--- src/assert_macros.svh ---
// Assertion macros shared by the MMU RTL files.
// Depends on nothing; define ASSERT_OFF to drop all checks.
`ifndef ASSERT_MACROS_SVH
`define ASSERT_MACROS_SVH
`ifndef ASSERT_OFF
`define ASSERT_CLK(label, prop) \
    label: assert property (@(posedge clk) disable iff (!rst_n) prop) else $error("assert");
`define ASSERT_ONEHOT(label, sig) \
    label: assert property (@(posedge clk) disable iff (!rst_n) $onehot(sig)) else $error("onehot");
`else
`define ASSERT_CLK(label, prop)
`define ASSERT_ONEHOT(label, sig)
`endif
`endif

--- src/pmmu_pkg.sv ---
// Types and constants of the paged MMU.
// Used by the controller, the datapath and the top level.
package pmmu_pkg;
    localparam int PS_W   = 13;
    localparam int NP_W   = 5;
    localparam int ADDR_W = 16;
    localparam int CNT_W  = 32;
    localparam int PS_MAX = 4096;
    localparam logic CFG_PAGE_SIZE = 1'b0;
    localparam logic CFG_NUM_PAGES = 1'b1;

    typedef enum logic [5:0] {
        S_IDLE = 6'b000001,
        S_DIV  = 6'b000010,
        S_LOOK = 6'b000100,
        S_SCAN = 6'b001000,
        S_UPD  = 6'b010000,
        S_OUT  = 6'b100000
    } state_t;

    typedef struct packed {
        logic load;
        logic div_step;
        logic look;
        logic scan_step;
        logic update;
        logic emit;
    } cmd_t;

    typedef struct packed {
        logic div_done;
        logic scan_done;
        logic need_scan;
        logic out_taken;
    } stat_t;
endpackage

--- src/paged_mmu_with_lru_tlb.sv ---
// Top level of the paged MMU with an LRU TLB and demand paging.
// Depends on pmmu_pkg, pmmu_ctrl and pmmu_dp.
//
// Use: each beat on s_axis carries one 16-bit logical address. The block
// splits it into page and offset, looks up the TLB, reads the page table,
// assigns a frame on a fault and returns one beat on m_axis.
// m_axis_tdata, from bit 0: physical_address[15:0], invalid_address,
// tlb_hit, page_fault, replaced, hit_count, miss_count, fault_count,
// 4 zero bits (120 bits).
// Steps: bit-serial division, a TLB lookup, on a fault a free frame and
// LRU scan over max(PAGES, FRAMES) entries, and an update that registers
// the result for m_axis.
// One address is at work at a time; s_axis_tready is high only when idle.
// The result is held on m_axis until m_axis_tready takes it.
// Reset clears residency, TLB valid bits, recency ranks and counters;
// page_size returns to 256 and num_pages to 16.
// cfg_we writes cfg_data to register cfg_index (0 page_size, 1 num_pages);
// the user must do so only while the block is idle; it is not enforced.
module paged_mmu_with_lru_tlb
    import pmmu_pkg::*;
#(
    parameter int TLB_ENTRIES = 4,
    parameter int FRAMES      = 8,
    parameter int PAGES       = 16
)
(
    input  logic         clk,
    input  logic         rst_n,
    input  logic         s_axis_tvalid,
    output logic         s_axis_tready,
    input  logic [15:0]  s_axis_tdata,   // logical_address
    output logic         m_axis_tvalid,
    input  logic         m_axis_tready,
    output logic [119:0] m_axis_tdata,   // physical_address, invalid_address, tlb_hit,
                                         // page_fault, replaced, hit_count,
                                         // miss_count, fault_count, pad[3:0]
    input  logic         cfg_we,
    input  logic         cfg_index,
    input  logic [12:0]  cfg_data
);
    cmd_t  cmd;
    stat_t stat;
    logic [ADDR_W-1:0] phys;
    logic inv, hit, flt, rep;
    logic [CNT_W-1:0] hc, mc, fc;

    pmmu_ctrl u_ctrl (
        .clk      (clk),
        .rst_n    (rst_n),
        .in_valid (s_axis_tvalid),
        .stat     (stat),
        .in_ready (s_axis_tready),
        .cmd      (cmd)
    );

    pmmu_dp #(
        .TLB_ENTRIES (TLB_ENTRIES),
        .FRAMES      (FRAMES),
        .PAGES       (PAGES)
    ) u_dp (
        .clk       (clk),
        .rst_n     (rst_n),
        .cmd       (cmd),
        .stat      (stat),
        .cfg_we    (cfg_we),
        .cfg_idx   (cfg_index),
        .cfg_data  (cfg_data),
        .addr_in   (s_axis_tdata),
        .out_ready (m_axis_tready),
        .out_valid (m_axis_tvalid),
        .phys      (phys),
        .invalid   (inv),
        .hit       (hit),
        .fault     (flt),
        .repl      (rep),
        .hit_cnt   (hc),
        .miss_cnt  (mc),
        .fault_cnt (fc)
    );

    assign m_axis_tdata = {4'd0, fc, mc, hc, rep, flt, hit, inv, phys};
endmodule

--- src/pmmu_ctrl.sv ---
// Controller state machine of the paged MMU.
// Depends on pmmu_pkg; drives the datapath by cmd_t, reads stat_t.
`include "assert_macros.svh"
module pmmu_ctrl
    import pmmu_pkg::*;
(
    input  logic  clk,
    input  logic  rst_n,
    input  logic  in_valid,
    input  stat_t stat,
    output logic  in_ready,
    output cmd_t  cmd
);
    state_t state_reg, state_next;

    always_ff @(posedge clk or negedge rst_n)
    begin
        if (!rst_n)
            state_reg <= S_IDLE;
        else
            state_reg <= state_next;
    end

    always_comb
    begin
        state_next = state_reg;
        cmd = '0;
        in_ready = 1'b0;
        unique case (state_reg)
            S_IDLE:
            begin
                in_ready = 1'b1;
                cmd.load = in_valid;
                if (in_valid)
                    state_next = S_DIV;
            end
            S_DIV:
            begin
                cmd.div_step = 1'b1;
                if (stat.div_done)
                    state_next = S_LOOK;
            end
            S_LOOK:
            begin
                cmd.look = 1'b1;
                state_next = stat.need_scan ? S_SCAN : S_UPD;
            end
            S_SCAN:
            begin
                cmd.scan_step = 1'b1;
                if (stat.scan_done)
                    state_next = S_UPD;
            end
            S_UPD:
            begin
                cmd.update = 1'b1;
                state_next = S_OUT;
            end
            S_OUT:
            begin
                cmd.emit = 1'b1;
                if (stat.out_taken)
                    state_next = S_IDLE;
            end
            default: state_next = S_IDLE;
        endcase
    end

    `ASSERT_ONEHOT(a_state_onehot, state_reg)
    `ASSERT_CLK(a_load_to_div, cmd.load |=> state_reg == S_DIV)
    `ASSERT_CLK(a_upd_to_out, state_reg == S_UPD |=> state_reg == S_OUT)
endmodule

--- src/pmmu_dp.sv ---
// Datapath of the paged MMU: divider, TLB, page table, LRU, counters.
// Depends on pmmu_pkg; steered by cmd_t from pmmu_ctrl.
`include "assert_macros.svh"
module pmmu_dp
    import pmmu_pkg::*;
#(
    parameter int TLB_ENTRIES = 4,
    parameter int FRAMES      = 8,
    parameter int PAGES       = 16
)
(
    input  logic              clk,
    input  logic              rst_n,
    input  cmd_t              cmd,
    output stat_t             stat,
    input  logic              cfg_we,
    input  logic              cfg_idx,
    input  logic [PS_W-1:0]   cfg_data,
    input  logic [ADDR_W-1:0] addr_in,
    input  logic              out_ready,
    output logic              out_valid,
    output logic [ADDR_W-1:0] phys,
    output logic              invalid,
    output logic              hit,
    output logic              fault,
    output logic              repl,
    output logic [CNT_W-1:0]  hit_cnt,
    output logic [CNT_W-1:0]  miss_cnt,
    output logic [CNT_W-1:0]  fault_cnt
);
    localparam int TW = (TLB_ENTRIES > 1) ? $clog2(TLB_ENTRIES) : 1;
    localparam int FW = (FRAMES > 1) ? $clog2(FRAMES) : 1;
    localparam int PW = (PAGES > 1) ? $clog2(PAGES) : 1;
    localparam int RW = PW;
    localparam int SW = (PAGES > FRAMES) ? PW + 1 : FW + 1;
    localparam int SCAN_N = (PAGES > FRAMES) ? PAGES : FRAMES;

    logic [PS_W-1:0] ps_reg;
    logic [NP_W-1:0] np_reg;

    always_ff @(posedge clk or negedge rst_n)
    begin
        if (!rst_n)
        begin
            ps_reg <= PS_W'(256);
            np_reg <= NP_W'(16);
        end
        else if (cfg_we)
        begin
            if (cfg_idx == CFG_PAGE_SIZE)
                ps_reg <= cfg_data;
            else
                np_reg <= cfg_data[NP_W-1:0];
        end
    end

    logic [PS_W-1:0] ps_c;
    logic [8:0]      np_c;
    always_comb
    begin
        ps_c = ps_reg;
        if (ps_reg == '0)
            ps_c = PS_W'(1);
        else if (ps_reg > PS_W'(PS_MAX))
            ps_c = PS_W'(PS_MAX);
        np_c = 9'(np_reg);
        if (np_reg == '0)
            np_c = 9'd1;
        else if (9'(np_reg) > 9'(PAGES))
            np_c = 9'(PAGES);
    end

    // restoring divider, one quotient bit a cycle
    logic [ADDR_W-1:0] quo_reg;
    logic [PS_W:0]     rem_reg;
    logic [4:0]        dcnt_reg;
    logic [PS_W:0]     trial;
    assign trial = {rem_reg[PS_W-1:0], quo_reg[ADDR_W-1]};

    always_ff @(posedge clk)
    begin
        if (cmd.load)
        begin
            quo_reg  <= addr_in;
            rem_reg  <= '0;
            dcnt_reg <= '0;
        end
        else if (cmd.div_step)
        begin
            dcnt_reg <= dcnt_reg + 5'd1;
            if (trial >= {1'b0, ps_c})
            begin
                rem_reg <= trial - {1'b0, ps_c};
                quo_reg <= {quo_reg[ADDR_W-2:0], 1'b1};
            end
            else
            begin
                rem_reg <= trial;
                quo_reg <= {quo_reg[ADDR_W-2:0], 1'b0};
            end
        end
    end
    assign stat.div_done = dcnt_reg == 5'(ADDR_W - 1);

    logic [TLB_ENTRIES-1:0] tv_reg;
    logic [PW-1:0] tp_mem [TLB_ENTRIES];
    logic [FW-1:0] tf_mem [TLB_ENTRIES];
    logic [TW-1:0] tr_reg [TLB_ENTRIES];
    logic [PAGES-1:0]  pres_reg;
    logic [FRAMES-1:0] fused_reg;
    logic [FW-1:0] pt_mem [PAGES];
    logic [RW-1:0] pr_reg [PAGES];
    logic [CNT_W-1:0] hc_reg, mc_reg, fc_reg;

    logic          inv_reg, hit_reg, flt_reg, rep_reg, wasres_reg;
    logic [PW-1:0] pg_reg;
    logic [TW-1:0] he_reg;
    logic [FW-1:0] fr_reg;
    logic [SW-1:0] sc_reg;
    logic          ffound_reg, vfound_reg;
    logic [PW-1:0] vic_reg;
    logic [ADDR_W-1:0] phys_reg;
    logic          ov_reg;
    logic [PW-1:0] pg_q;
    assign pg_q = quo_reg[PW-1:0];

    logic          lk_hit;
    logic [TW-1:0] lk_e;
    always_comb
    begin
        lk_hit = 1'b0;
        lk_e   = '0;
        for (int i = TLB_ENTRIES - 1; i >= 0; i--)
            if (tv_reg[i] && tp_mem[i] == pg_q)
            begin
                lk_hit = 1'b1;
                lk_e   = TW'(i);
            end
    end
    logic lk_inv;
    assign lk_inv = {7'd0, quo_reg} >= {14'd0, np_c};

    assign stat.need_scan = !lk_inv && !lk_hit && !pres_reg[pg_q];
    assign stat.scan_done = sc_reg >= SW'(SCAN_N - 1);
    assign stat.out_taken = out_ready;

    // new frame: a free frame if one was found, else the LRU victim's frame
    logic [FW-1:0] nf;
    logic          vic_use;
    always_comb
    begin
        vic_use = !ffound_reg && vfound_reg;
        nf = ffound_reg ? fr_reg : (vfound_reg ? pt_mem[vic_reg] : '0);
    end

    logic [FW-1:0] fin_fr;
    assign fin_fr = hit_reg ? tf_mem[he_reg] : (flt_reg ? nf : pt_mem[pg_reg]);

    always_ff @(posedge clk or negedge rst_n)
    begin
        if (!rst_n)
        begin
            tv_reg    <= '0;
            pres_reg  <= '0;
            fused_reg <= '0;
            hc_reg <= '0;
            mc_reg <= '0;
            fc_reg <= '0;
            ov_reg <= 1'b0;
            for (int i = 0; i < TLB_ENTRIES; i++)
                tr_reg[i] <= '0;
            for (int i = 0; i < PAGES; i++)
                pr_reg[i] <= '0;
        end
        else
        begin
            if (cmd.look)
            begin
                inv_reg    <= lk_inv;
                hit_reg    <= !lk_inv && lk_hit;
                flt_reg    <= stat.need_scan;
                rep_reg    <= 1'b0;
                wasres_reg <= pres_reg[pg_q];
                pg_reg     <= pg_q;
                he_reg     <= lk_e;
                sc_reg     <= '0;
                ffound_reg <= 1'b0;
                vfound_reg <= 1'b0;
                fr_reg     <= '0;
                vic_reg    <= '0;
            end
            if (cmd.scan_step)
            begin
                sc_reg <= sc_reg + SW'(1);
                if (sc_reg < SW'(FRAMES) && !ffound_reg
                    && !fused_reg[sc_reg[FW-1:0]])
                begin
                    ffound_reg <= 1'b1;
                    fr_reg     <= sc_reg[FW-1:0];
                end
                if (sc_reg < SW'(PAGES) && pres_reg[sc_reg[PW-1:0]]
                    && (!vfound_reg || pr_reg[sc_reg[PW-1:0]] > pr_reg[vic_reg]))
                begin
                    vfound_reg <= 1'b1;
                    vic_reg    <= sc_reg[PW-1:0];
                end
            end
            if (cmd.update && !inv_reg)
            begin : upd
                logic [TLB_ENTRIES-1:0] v;
                logic [TW-1:0]          r [TLB_ENTRIES];
                logic [TW-1:0]          dr;
                logic                   dropped;
                logic [TW-1:0]          sl;
                logic                   full;
                v = tv_reg;
                for (int i = 0; i < TLB_ENTRIES; i++)
                    r[i] = tr_reg[i];
                dr = '0;
                dropped = 1'b0;
                sl = '0;
                full = 1'b1;
                if (hit_reg)
                begin
                    hc_reg <= hc_reg + 1'b1;
                    for (int i = 0; i < TLB_ENTRIES; i++)
                        if (TW'(i) != he_reg && v[i] && r[i] < tr_reg[he_reg])
                            r[i] = r[i] + 1'b1;
                    r[he_reg] = '0;
                end
                else
                begin
                    mc_reg <= mc_reg + 1'b1;
                    if (flt_reg)
                    begin
                        fc_reg <= fc_reg + 1'b1;
                        if (vic_use)
                        begin
                            rep_reg <= 1'b1;
                            pres_reg[vic_reg] <= 1'b0;
                            for (int i = TLB_ENTRIES - 1; i >= 0; i--)
                                if (v[i] && tp_mem[i] == vic_reg)
                                begin
                                    dropped = 1'b1;
                                    dr = TW'(i);
                                end
                            if (dropped)
                            begin
                                v[dr] = 1'b0;
                                for (int j = 0; j < TLB_ENTRIES; j++)
                                    if (v[j] && r[j] > tr_reg[dr])
                                        r[j] = r[j] - 1'b1;
                            end
                        end
                        fused_reg[nf] <= 1'b1;
                        pt_mem[pg_reg] <= nf;
                    end
                    for (int i = TLB_ENTRIES - 1; i >= 0; i--)
                        if (!v[i])
                        begin
                            full = 1'b0;
                            sl = TW'(i);
                        end
                    if (full)
                    begin
                        sl = '0;
                        for (int i = 1; i < TLB_ENTRIES; i++)
                            if (r[i] > r[sl])
                                sl = TW'(i);
                        v[sl] = 1'b0;
                    end
                    for (int i = 0; i < TLB_ENTRIES; i++)
                        if (v[i])
                            r[i] = r[i] + 1'b1;
                    tp_mem[sl] <= pg_reg;
                    tf_mem[sl] <= fin_fr;
                    v[sl] = 1'b1;
                    r[sl] = '0;
                end
                tv_reg <= v;
                for (int i = 0; i < TLB_ENTRIES; i++)
                    tr_reg[i] <= r[i];
                for (int q = 0; q < PAGES; q++)
                    if (PW'(q) != pg_reg && pres_reg[q]
                        && !(vic_use && flt_reg && !hit_reg && PW'(q) == vic_reg)
                        && (!wasres_reg || pr_reg[q] < pr_reg[pg_reg]))
                        pr_reg[q] <= pr_reg[q] + 1'b1;
                pr_reg[pg_reg] <= '0;
                pres_reg[pg_reg] <= 1'b1;
                phys_reg <= ADDR_W'({13'd0, fin_fr} * {3'd0, ps_c} + {3'd0, rem_reg[PS_W-1:0]});
            end
            else if (cmd.update)
                phys_reg <= '0;
            if (cmd.update)
                ov_reg <= 1'b1;
            else if (cmd.emit && out_ready)
                ov_reg <= 1'b0;
        end
    end

    assign out_valid = ov_reg;
    assign phys      = phys_reg;
    assign invalid   = inv_reg;
    assign hit       = hit_reg;
    assign fault     = flt_reg;
    assign repl      = rep_reg;
    assign hit_cnt   = hc_reg;
    assign miss_cnt  = mc_reg;
    assign fault_cnt = fc_reg;

    `ASSERT_CLK(a_flags_excl, out_valid |-> !(hit && fault) && !(invalid && hit))
    `ASSERT_CLK(a_repl_fault, out_valid && repl |-> fault)
    `ASSERT_CLK(a_ov_emit, out_valid && !out_ready |=> out_valid)
endmodule

--- config.mk ---
export PLATFORM = sky130hd
export DESIGN_NAME = paged_mmu_with_lru_tlb
export DESIGN_NICKNAME = d
export VERILOG_FILES = /design/src/pmmu_pkg.sv /design/src/paged_mmu_with_lru_tlb.sv /design/src/pmmu_ctrl.sv /design/src/pmmu_dp.sv
export VERILOG_INCLUDE_DIRS = /design/src /design/src/src
export SDC_FILE = /design/constraint.sdc
export NUM_CORES = 1
export LEC_CHECK = 0
export ABC_AREA = 1
export BUFFER_PORTS_ARGS = -buffer_cell sky130_fd_sc_hd__buf_2
export CORE_ASPECT_RATIO = 0.75
export CORE_MARGIN = 10
export CORE_UTILIZATION = 25
export CTS_CLUSTER_DIAMETER = 100
export DETAILED_ROUTE_END_ITERATION = 12
export PLACE_DENSITY = 0.42
export SLEW_MARGIN = 40
export SYNTH_ARGS = -nofsm -noshare
export SYNTH_HDL_FRONTEND = slang
export SYNTH_HIERARCHICAL = 1
export SYNTH_SLANG_ARGS = --single-unit
--- constraint.sdc ---
create_clock -name clk -period 14.1 [get_ports clk]
set_input_delay 1.41 -clock clk [delete_from_list [all_inputs] [get_ports clk]]
set_output_delay 1.41 -clock clk [all_outputs]
set_load 0.02 [all_outputs]
**Word-level counts from Yosys, hierarchy flattened**

Memory sizes are Yosys's and may differ from the RTL's. A register that Yosys moved wholly into a read port is not among the register bits.
Cells that the tools add are included.

- Bitwise operators: 25
- Reduce and logical (&&, ||, !) cells: 168
- Magnitude comparators: 61
- Add/subtract/negate cells: 35
- Equality and inequality tests: 52
- Muxes and demuxes: 228
- Multiply operators: 1

Operator list:

| operator | count |
|---|---|
| 2-to-1 mux 4 bit | 52 |
| 2-to-1 mux 2 bit | 66 |
| 2-to-1 mux 16 bit | 8 |
| logical AND 1 bit | 107 |
| adder 32 x 1 -> 32 bit (second input constant) | 3 |
| adder 4 x 1 -> 4 bit (second input constant) | 16 |
| AND 64 bit | 1 |
| less-than comparator 4 bit | 16 |
| NOT 64 bit | 1 |
| 2-to-1 mux 1 bit | 57 |
| binary-select mux 4 bit (select 4 bit) | 3 |
| 2-to-1 mux 8 bit | 6 |
| 2-to-1 mux 13 bit | 3 |
| one-hot mux 6 bit (6 select lines) | 1 |
| equality test 4 bit | 8 |
| equality test 4 bit (first input constant) | 8 |
| inequality test 4 bit (first input constant) | 8 |
| logical NOT 1 bit | 25 |
| 2-to-1 mux 6 bit | 4 |
| 2-to-1 mux 3 bit | 7 |
| less-than comparator 4 x 5 -> 1 bit (second input constant) | 4 |
| 2-to-1 mux 5 bit | 4 |
| logical OR 1 bit | 17 |
| adder 16 x 13 -> 16 bit | 1 |
| 70 further kinds | 144 |

- Memories: 3
- Input port bits: 35
- Register bits: 296
- Output and inout bits: 122
- Logic and storage cells: 620
- RAM bits: 76

Memory list:

| memory | words | bits a word | rd ports | clocked after Yosys merged registers in | write ports | RTL line | RTL |
|---|---|---|---|---|---|---|---|
| u_dp.pt_mem | 16 | 3 | 2 | 2 | 1 | pmmu_dp.sv:111 | `logic [FW-1:0] pt_mem [PAGES];` |
| u_dp.tp_mem | 4 | 4 | 4 | 0 | 1 | pmmu_dp.sv:106 | `logic [PW-1:0] tp_mem [TLB_ENTRIES];` |
| u_dp.tf_mem | 4 | 3 | 1 | 0 | 1 | pmmu_dp.sv:107 | `logic [FW-1:0] tf_mem [TLB_ENTRIES];` |

**Logic depth before layout (Yosys ltp)**

An unclocked memory read counts as a cell.

- Depth in word-level cells: 63
- Gate-level depth with buffers: 51
- Depth with buffers taken out: 50

**Modules after synthesis**

Netlist, hierarchy kept.

By module, submodules not included:

| module | cells an instance | instances | area each (um2) | seq. area each (um2) |
|---|---|---|---|---|
| pmmu_dp | 3187 | 1 | 24711.2 | 9897.0 |
| pmmu_ctrl | 53 | 1 | 395.4 | 151.4 |
| paged_mmu_with_lru_tlb | 9 | 1 | 63.8 | 0.0 |

**Worst setup path after synthesis**

OpenSTA, ideal clock, no wires.

- Path kind: flip-flop to flip-flop
- Start: reg u_dp.vic_reg[1]
- End: mem u_dp/tf_mem[2][0] in the netlist's numbering, enable pin
- Setup slack: 8305 ps
- Buffers on the path: 1
- Required time: 13720 ps
- Setup time: 380 ps
- Cell stages (with the launch flop): 42
- Period minus slack after synthesis: 5795 ps
- Arrival time: 5415 ps
- Path through: edfxtp_1 > buf_4 > inv_2 > o21ai_1 > nor2_1 > inv_1 > nor2_1 > nand2_1 > nand2_1 > o21ai_0 > o221ai_1 > inv_1 > ha_1 > inv_1 > nand2_1 > a21oi_1 > nand2_1 > nor2_1 > [... 6 more ...] > nor2_1 > a21oi_1 > inv_1 > nand2_1 > o21ai_2 > ha_1 > a22oi_1 > inv_1 > nand3_1 > nand3_1 > ha_1 > nand2_1 > a22oi_1 > or2_2 > inv_1 > nand2_1 > nand2_1 > nor3_1

- Cells in the longest elaborated chain, start to end: 49
- Elaborated cells between the ends (all ways): 93
- Classes of those cells: order compare: 9; eq/ne: 4; mux: 66; bitwise: 5; reduce/logical: 9

Ends and longest elaborated chain:

| what | RTL line | RTL |
|---|---|---|
| from (decl) | pmmu_dp.sv:121 | `logic [PW-1:0] vic_reg;` |
| from (signal assigned) | pmmu_dp.sv:205 | `vic_reg <= sc_reg[PW-1:0];` |
| equality test 4 bit | pmmu_dp.sv:242 | `if (v[i] && tp_mem[i] == vic_reg)` |
| logical AND 1 bit | pmmu_dp.sv:242 |  |
| 2-to-1 mux 2 bit (4 in series) | pmmu_dp.sv:242 |  |
| 2-to-1 mux 2 bit | pmmu_dp.sv:237 | `if (vic_use)` |
| 2-to-1 mux 2 bit | pmmu_dp.sv:234 | `if (flt_reg)` |
| 2-to-1 mux 2 bit | pmmu_dp.sv:223 | `if (hit_reg)` |
| 2-to-1 mux 2 bit | pmmu_dp.sv:208 | `if (cmd.update && !inv_reg)` |
| less-than comparator 2 x 3 -> 1 bit (implied by the code) or >= comparator 2 x 1 -> 1 bit (tied branches) | pmmu_dp.sv:249 | `v[dr] = 1'b0;` |
| [... 30 more ...] | -- |  |
| greater-than comparator 2 bit | pmmu_dp.sv:268 | `if (r[i] > r[sl])` |
| 2-to-1 mux 2 bit | pmmu_dp.sv:268 |  |
| 2-to-1 mux 2 bit | pmmu_dp.sv:264 | `if (full)` |
| 2-to-1 mux 2 bit | pmmu_dp.sv:223 |  |
| 2-to-1 mux 2 bit | pmmu_dp.sv:208 |  |
| 2-to-1 mux 2 bit * | pmmu_dp.sv:264 |  |
| 2-to-1 mux 2 bit * | pmmu_dp.sv:223 |  |
| 2-to-1 mux 2 bit * | pmmu_dp.sv:208 |  |
| to (decl) | pmmu_dp.sv:107 |  |

Every way passes the cells marked *; elsewhere a longest branch is shown, timed or not. The select of a mux whose other input is x is not followed.

**Final worst setup path**

- Start: reg u_dp.vic_reg[0]
- End: mem u_dp/tf_mem[0][2] in the netlist's numbering, enable pin

The elaborated chain is that of the path after synthesis.

==> results.md <==
Critical path:
- The worst setup path is captured at a register.
- The kind of critical path is register to register.
- The highest cell delay on the worst timing path is approximately 0.64 ns.
- The arrival time of the worst setup path is 7.24 ns.
- The slowest library cell on the worst path is sky130_fd_sc_hd__nor2_1.
- Along the worst path, the maximum fanout reaches 9.
- The cell count of the worst reg-to-reg path is 38.
- The element type at the critical path start is a register.
- The most frequent cell on the critical path is sky130_fd_sc_hd__nand2_1.
- The critical path data required time is 14.32 ns.

Clock network:
- The clock reaches the later pin of the worst-skew pair after a little over 0.6 ns.
- The clock passes through at most 3 buffers.
- The total clock sinks is 380.
- TritonCTS built the clock tree.
- After clock tree synthesis, the clock-pin slew on the worst setup and hold paths is 0.06 ns.
- The level count of the clock H-tree is 2.
- The clock root buffer master is sky130_fd_sc_hd__clkbuf_16.
- The number of buffers inserted to repair setup after CTS is 0.
- The number of buffers created by CTS is 47.
- Hold repair after CTS inserted 0 buffers.
- In this run, post-CTS repair resized a total of 0 instances.

Placed design:
- The count of input and output buffers is about 150.
- The estimated wirelength of the detail-placed design is 69,000 um.
- The last weighted congestion value of the routability-driven placer is 0.907.
- Prior to clock tree synthesis, the placed netlist has a worst setup slack of about 7 ns.

Run status:
- The run finished with clean final reports.

STA:
- Setup violations remaining at the end of the flow were counted as 0.
- The worst path in the final design needs a cycle of 7.02 ns, including I/O delays and setup.
- The number of hold violations in the final report is 0.
- The final-report max-slew violation count is 0.
- The clock arrives with roughly 0.024 ns of skew.
- For this run, the top clock speed supported by timing is approximately 0.14 GHz.
- For the pin with the worst max-slew slack, the measured transition is between 0.9 and 1 ns.
- Setup repair after global routing left no endpoint under its margin.
- Setup total negative slack on the finished layout was measured at 0 ns.
- The remaining max-slew budget at the tightest pin is 37.1%.
- Dividing the final minimum period by the clock period gives between 40% and 50%.
- Setup slack on the critical path of the routed design comes to 7.08 ns.

Synth:
- The count of yosys warnings during synthesis is 6.
- Summing every instance area after synthesis gives 0.0252 mm2.
- For this run, the leading register cell type out of synthesis is sky130_fd_sc_hd__dfrtp_1.
- The register area share after synthesis is 39.9%.
- The post-synthesis register bit count is 380.
- In this run, synthesis inferred about 130 flip-flops with an integrated enable.
- The average instance in the mapped netlist occupies 7.75 um2.
- After synthesis, the netlist uses 65 different library cells.
- The share of synthesized flip-flops with an asynchronous set or reset is 58.2%.
- The fraction of post-synthesis cell area in the top cell type by area is 21.7%.
- Synthesis handed over a netlist of 3,249 instances.
- Ranked by total cell area, the synthesized netlist is headed by sky130_fd_sc_hd__dfrtp_1 22%, sky130_fd_sc_hd__edfxtp_1 16%, sky130_fd_sc_hd__nand2_1 11%, sky130_fd_sc_hd__inv_1 6.5%, sky130_fd_sc_hd__ha_1 6.4%.
- The cell type contributing the most total cell area after synthesis is sky130_fd_sc_hd__dfrtp_1.

Power and ir drop:
- The worst vdd rail ir drop is 76.3 uV.
- The total leakage power is 0.0133 uW.
- The post-layout total power is 3430 uW.
- In this run the power density over the cells is 118 mW/mm2.
- The switching power of the nets is approximately 1200 uW.
- In this run, the combinational gates consume 24.6% of the power.
- The internal power is 2230 uW.
- In this run switching power makes up 35.2% of total power.
- The sequential group share of total power is 39.2%.
- The share of total power in the clock network is 36.2%.

Routing:
- The violation count after the first detailed-route iteration is 2,094.
- The count of antenna-violating nets left after detailed routing is 0.
- Summing over every cut layer, the via total after detailed routing is 23,000.
- The detailed-route vias per instance is 4.83.
- The average wire per standard cell is 19.1 um.
- The detailed-route wire length is approximately 91,000 um.
- The first TritonRoute pass finished after 6 iterations.
- For this run, design rule violations remaining after detail routing come to 0.

GRT:
- The via count of the first global-routing pass is 21,300.
- The maximum number of pins on one net before global-route repair is 64.
- The number of antenna violations at the first check in global routing is 3.
- The overall routing resource usage is 15.5%.
- The sum of overflow across all layers after global routing is 0.
- The first global-routing pass estimated 138,000 um of wire.

Die:
- The die footprint is between 0.1 and 0.15 mm2.
- The floorplan step set the die width to 386 um.
- The floorplan step set the die height to 295 um.
- Row generation in the floorplan step produced 100 rows.
- The initial utilization of the core area, before any placement, comes to 25.3%.
- The top-level port count is ~160.
- The total core area is 0.0996 mm2.

Finish:
- Summing all flip-flop and latch instances after layout gives 0.0100 mm2.
- The growth of design area from synthesis to finish is 15.4%.
- The number of flip-flops in the largest register is 64.
- Cells with a size suffix above 1 make up under 10% of the layout.
- The core utilization of the finished layout is 29.2%.
- The number of nets at the end of the flow is 3,575.
- The layout has 10,900 filler cells.
- Summing all multi-input logic gate instances after layout gives 0.0131 mm2.

Worst hold path:
- The worst hold path belongs to the class register to register.
- The cell depth of the worst hold path is 2.

Job:
- The max-cap violation count is 0.
## path summary, 6_finish.rpt
kind	from	end	slack, ns
setup / recovery	u_dp/vic_reg[0]	u_dp/tf_mem[0][2]	7.08
hold / removal	u_dp/fused_reg[0]	u_dp/fused_reg[0]	0.46
setup reg to reg	u_dp/vic_reg[0]	u_dp/tf_mem[0][2]	7.08
hold reg to reg	u_dp/fused_reg[0]	u_dp/fused_reg[0]	0.46
max in group asynchronous	rst_n	u_dp/ps_reg[9]	11.82
min in group asynchronous	rst_n	u_dp/hit_cnt[31]	0.70
## synthesized netlist by cell type (5+ instances only)
master                     number
sky130_fd_sc_hd__nand2_1      720
sky130_fd_sc_hd__inv_1        434
sky130_fd_sc_hd__nor2_1       294
sky130_fd_sc_hd__o21ai_0      271
sky130_fd_sc_hd__dfrtp_1      218
sky130_fd_sc_hd__nand3_1      192
sky130_fd_sc_hd__a21oi_1      164
sky130_fd_sc_hd__edfxtp_1     133
sky130_fd_sc_hd__ha_1         128
sky130_fd_sc_hd__xor2_1        90
sky130_fd_sc_hd__nand4_1       77
sky130_fd_sc_hd__clkbuf_1      61
sky130_fd_sc_hd__o22ai_1       52
sky130_fd_sc_hd__nor3_1        45
sky130_fd_sc_hd__xnor2_1       40
sky130_fd_sc_hd__a22oi_1       29
sky130_fd_sc_hd__dfxtp_1       26
sky130_fd_sc_hd__nor4_1        25
sky130_fd_sc_hd__fa_1          24
sky130_fd_sc_hd__o221ai_1      24
sky130_fd_sc_hd__nor2_2        15
sky130_fd_sc_hd__a221oi_1      13
sky130_fd_sc_hd__inv_2         13
sky130_fd_sc_hd__o211ai_1      13
sky130_fd_sc_hd__buf_4         12
sky130_fd_sc_hd__buf_1         11
sky130_fd_sc_hd__nand3_2       11
sky130_fd_sc_hd__nand3b_1      11
sky130_fd_sc_hd__clkinv_1      10
sky130_fd_sc_hd__o21ai_1       10
sky130_fd_sc_hd__buf_2          7
sky130_fd_sc_hd__mux2_2         5
sky130_fd_sc_hd__nor2_4         5
## cells by family (layout without fill, tap and decap cells)
group | count (synthesis) | count (layout) | synth area share, %
multiplexers | 5 | 5 | 0.224
flip-flops | 380 | 380 | 39.9
AO/OA/AOI/OAI | 610 | 610 | 13.8
adder cells (fa/ha/maj) | 152 | 152 | 8.27
other | 1 | 5 | 0.0149
AND/OR/NAND/NOR | 1422 | 1422 | 24.9
XOR/XNOR | 130 | 130 | 4.52
buffers and inverters | 549 | 724 | 8.41
## per-layer routing
| layer | share of wire (%) | vias to the layer above | global-route usage (%) | wire (um) |
|---|---|---|---|---|
| met5 | 0.022 | - | 0 | 20 |
| met4 | 1.4 | 2 | 2.68 | 1240 |
| met3 | 8.2 | 83 | 3.79 | 7430 |
| met2 | 39 | 762 | 20.7 | 35200 |
| met1 | 52 | 10900 | 24.6 | 46900 |
| li1 | - | 11200 | - | - |
## power groups by stage
stage / combinational [uW] / sequential, uW / clock, uW
floorplan: 605 / 1320 / 0
global placement: 847 / 1370 / 0
detailed placement: 842 / 1370 / 0
CTS: 846 / 1350 / 1290
global route: 962 / 1360 / 1330
finish: 846 / 1340 / 1240
## critical path: cells and delay by family (launching register included)
family	cells	cell delay, ns
compound gates	7	1.00
fa+ha+maj	4	1.15
buf+inv	5	0.58
flops	1	0.54
simple gates	22	3.35
## through the flow
stage                     std cells  hold slack (ns)  area, um2
after floorplan                3252            0.424      25200
after global placement         4663            0.453      27400
after detailed placement       4664            0.450      27500
after CTS                      4752            0.467      29000
after global routing           4753            0.483      29000
final                          4754            0.465      29000
## layout make-up
class                   count  share of cell area [%]
multi-input cells        2323                    45.1
flip-flops and latches    380                    34.6
inverters                 457                    5.91
well taps                1326                    5.71
clock buffers              61                    4.41
repair buffers            179                    3.41
clock inverters            27                   0.892
diodes                      1                 0.00862
## cell usage in the layout (no fill, tap or decap), drive strengths merged, types with 5 or more instances in the layout
cell    synthesis  routed
nand2         726     726
a22oi          29      29
a21oi         165     165
nor2          316     316
edfxtp        133     133
inv           447     451
o21ai         282     282
a221oi         13      13
nor4           30      30
nand3         203     203
dfrtp         218     218
ha            128     128
o22ai          52      52
or2             5       5
fa             24      24
o221ai         24      24
clkbuf         62      61
o211ai         13      13
clkinv         10      27
nor3           49      49
xor2           90      90
dfxtp          26      26
nand3b         11      11
buf            30     179
xnor2          40      40
nand4          78      78
mux2            5       5
Power figures use the tool's default switching activity.
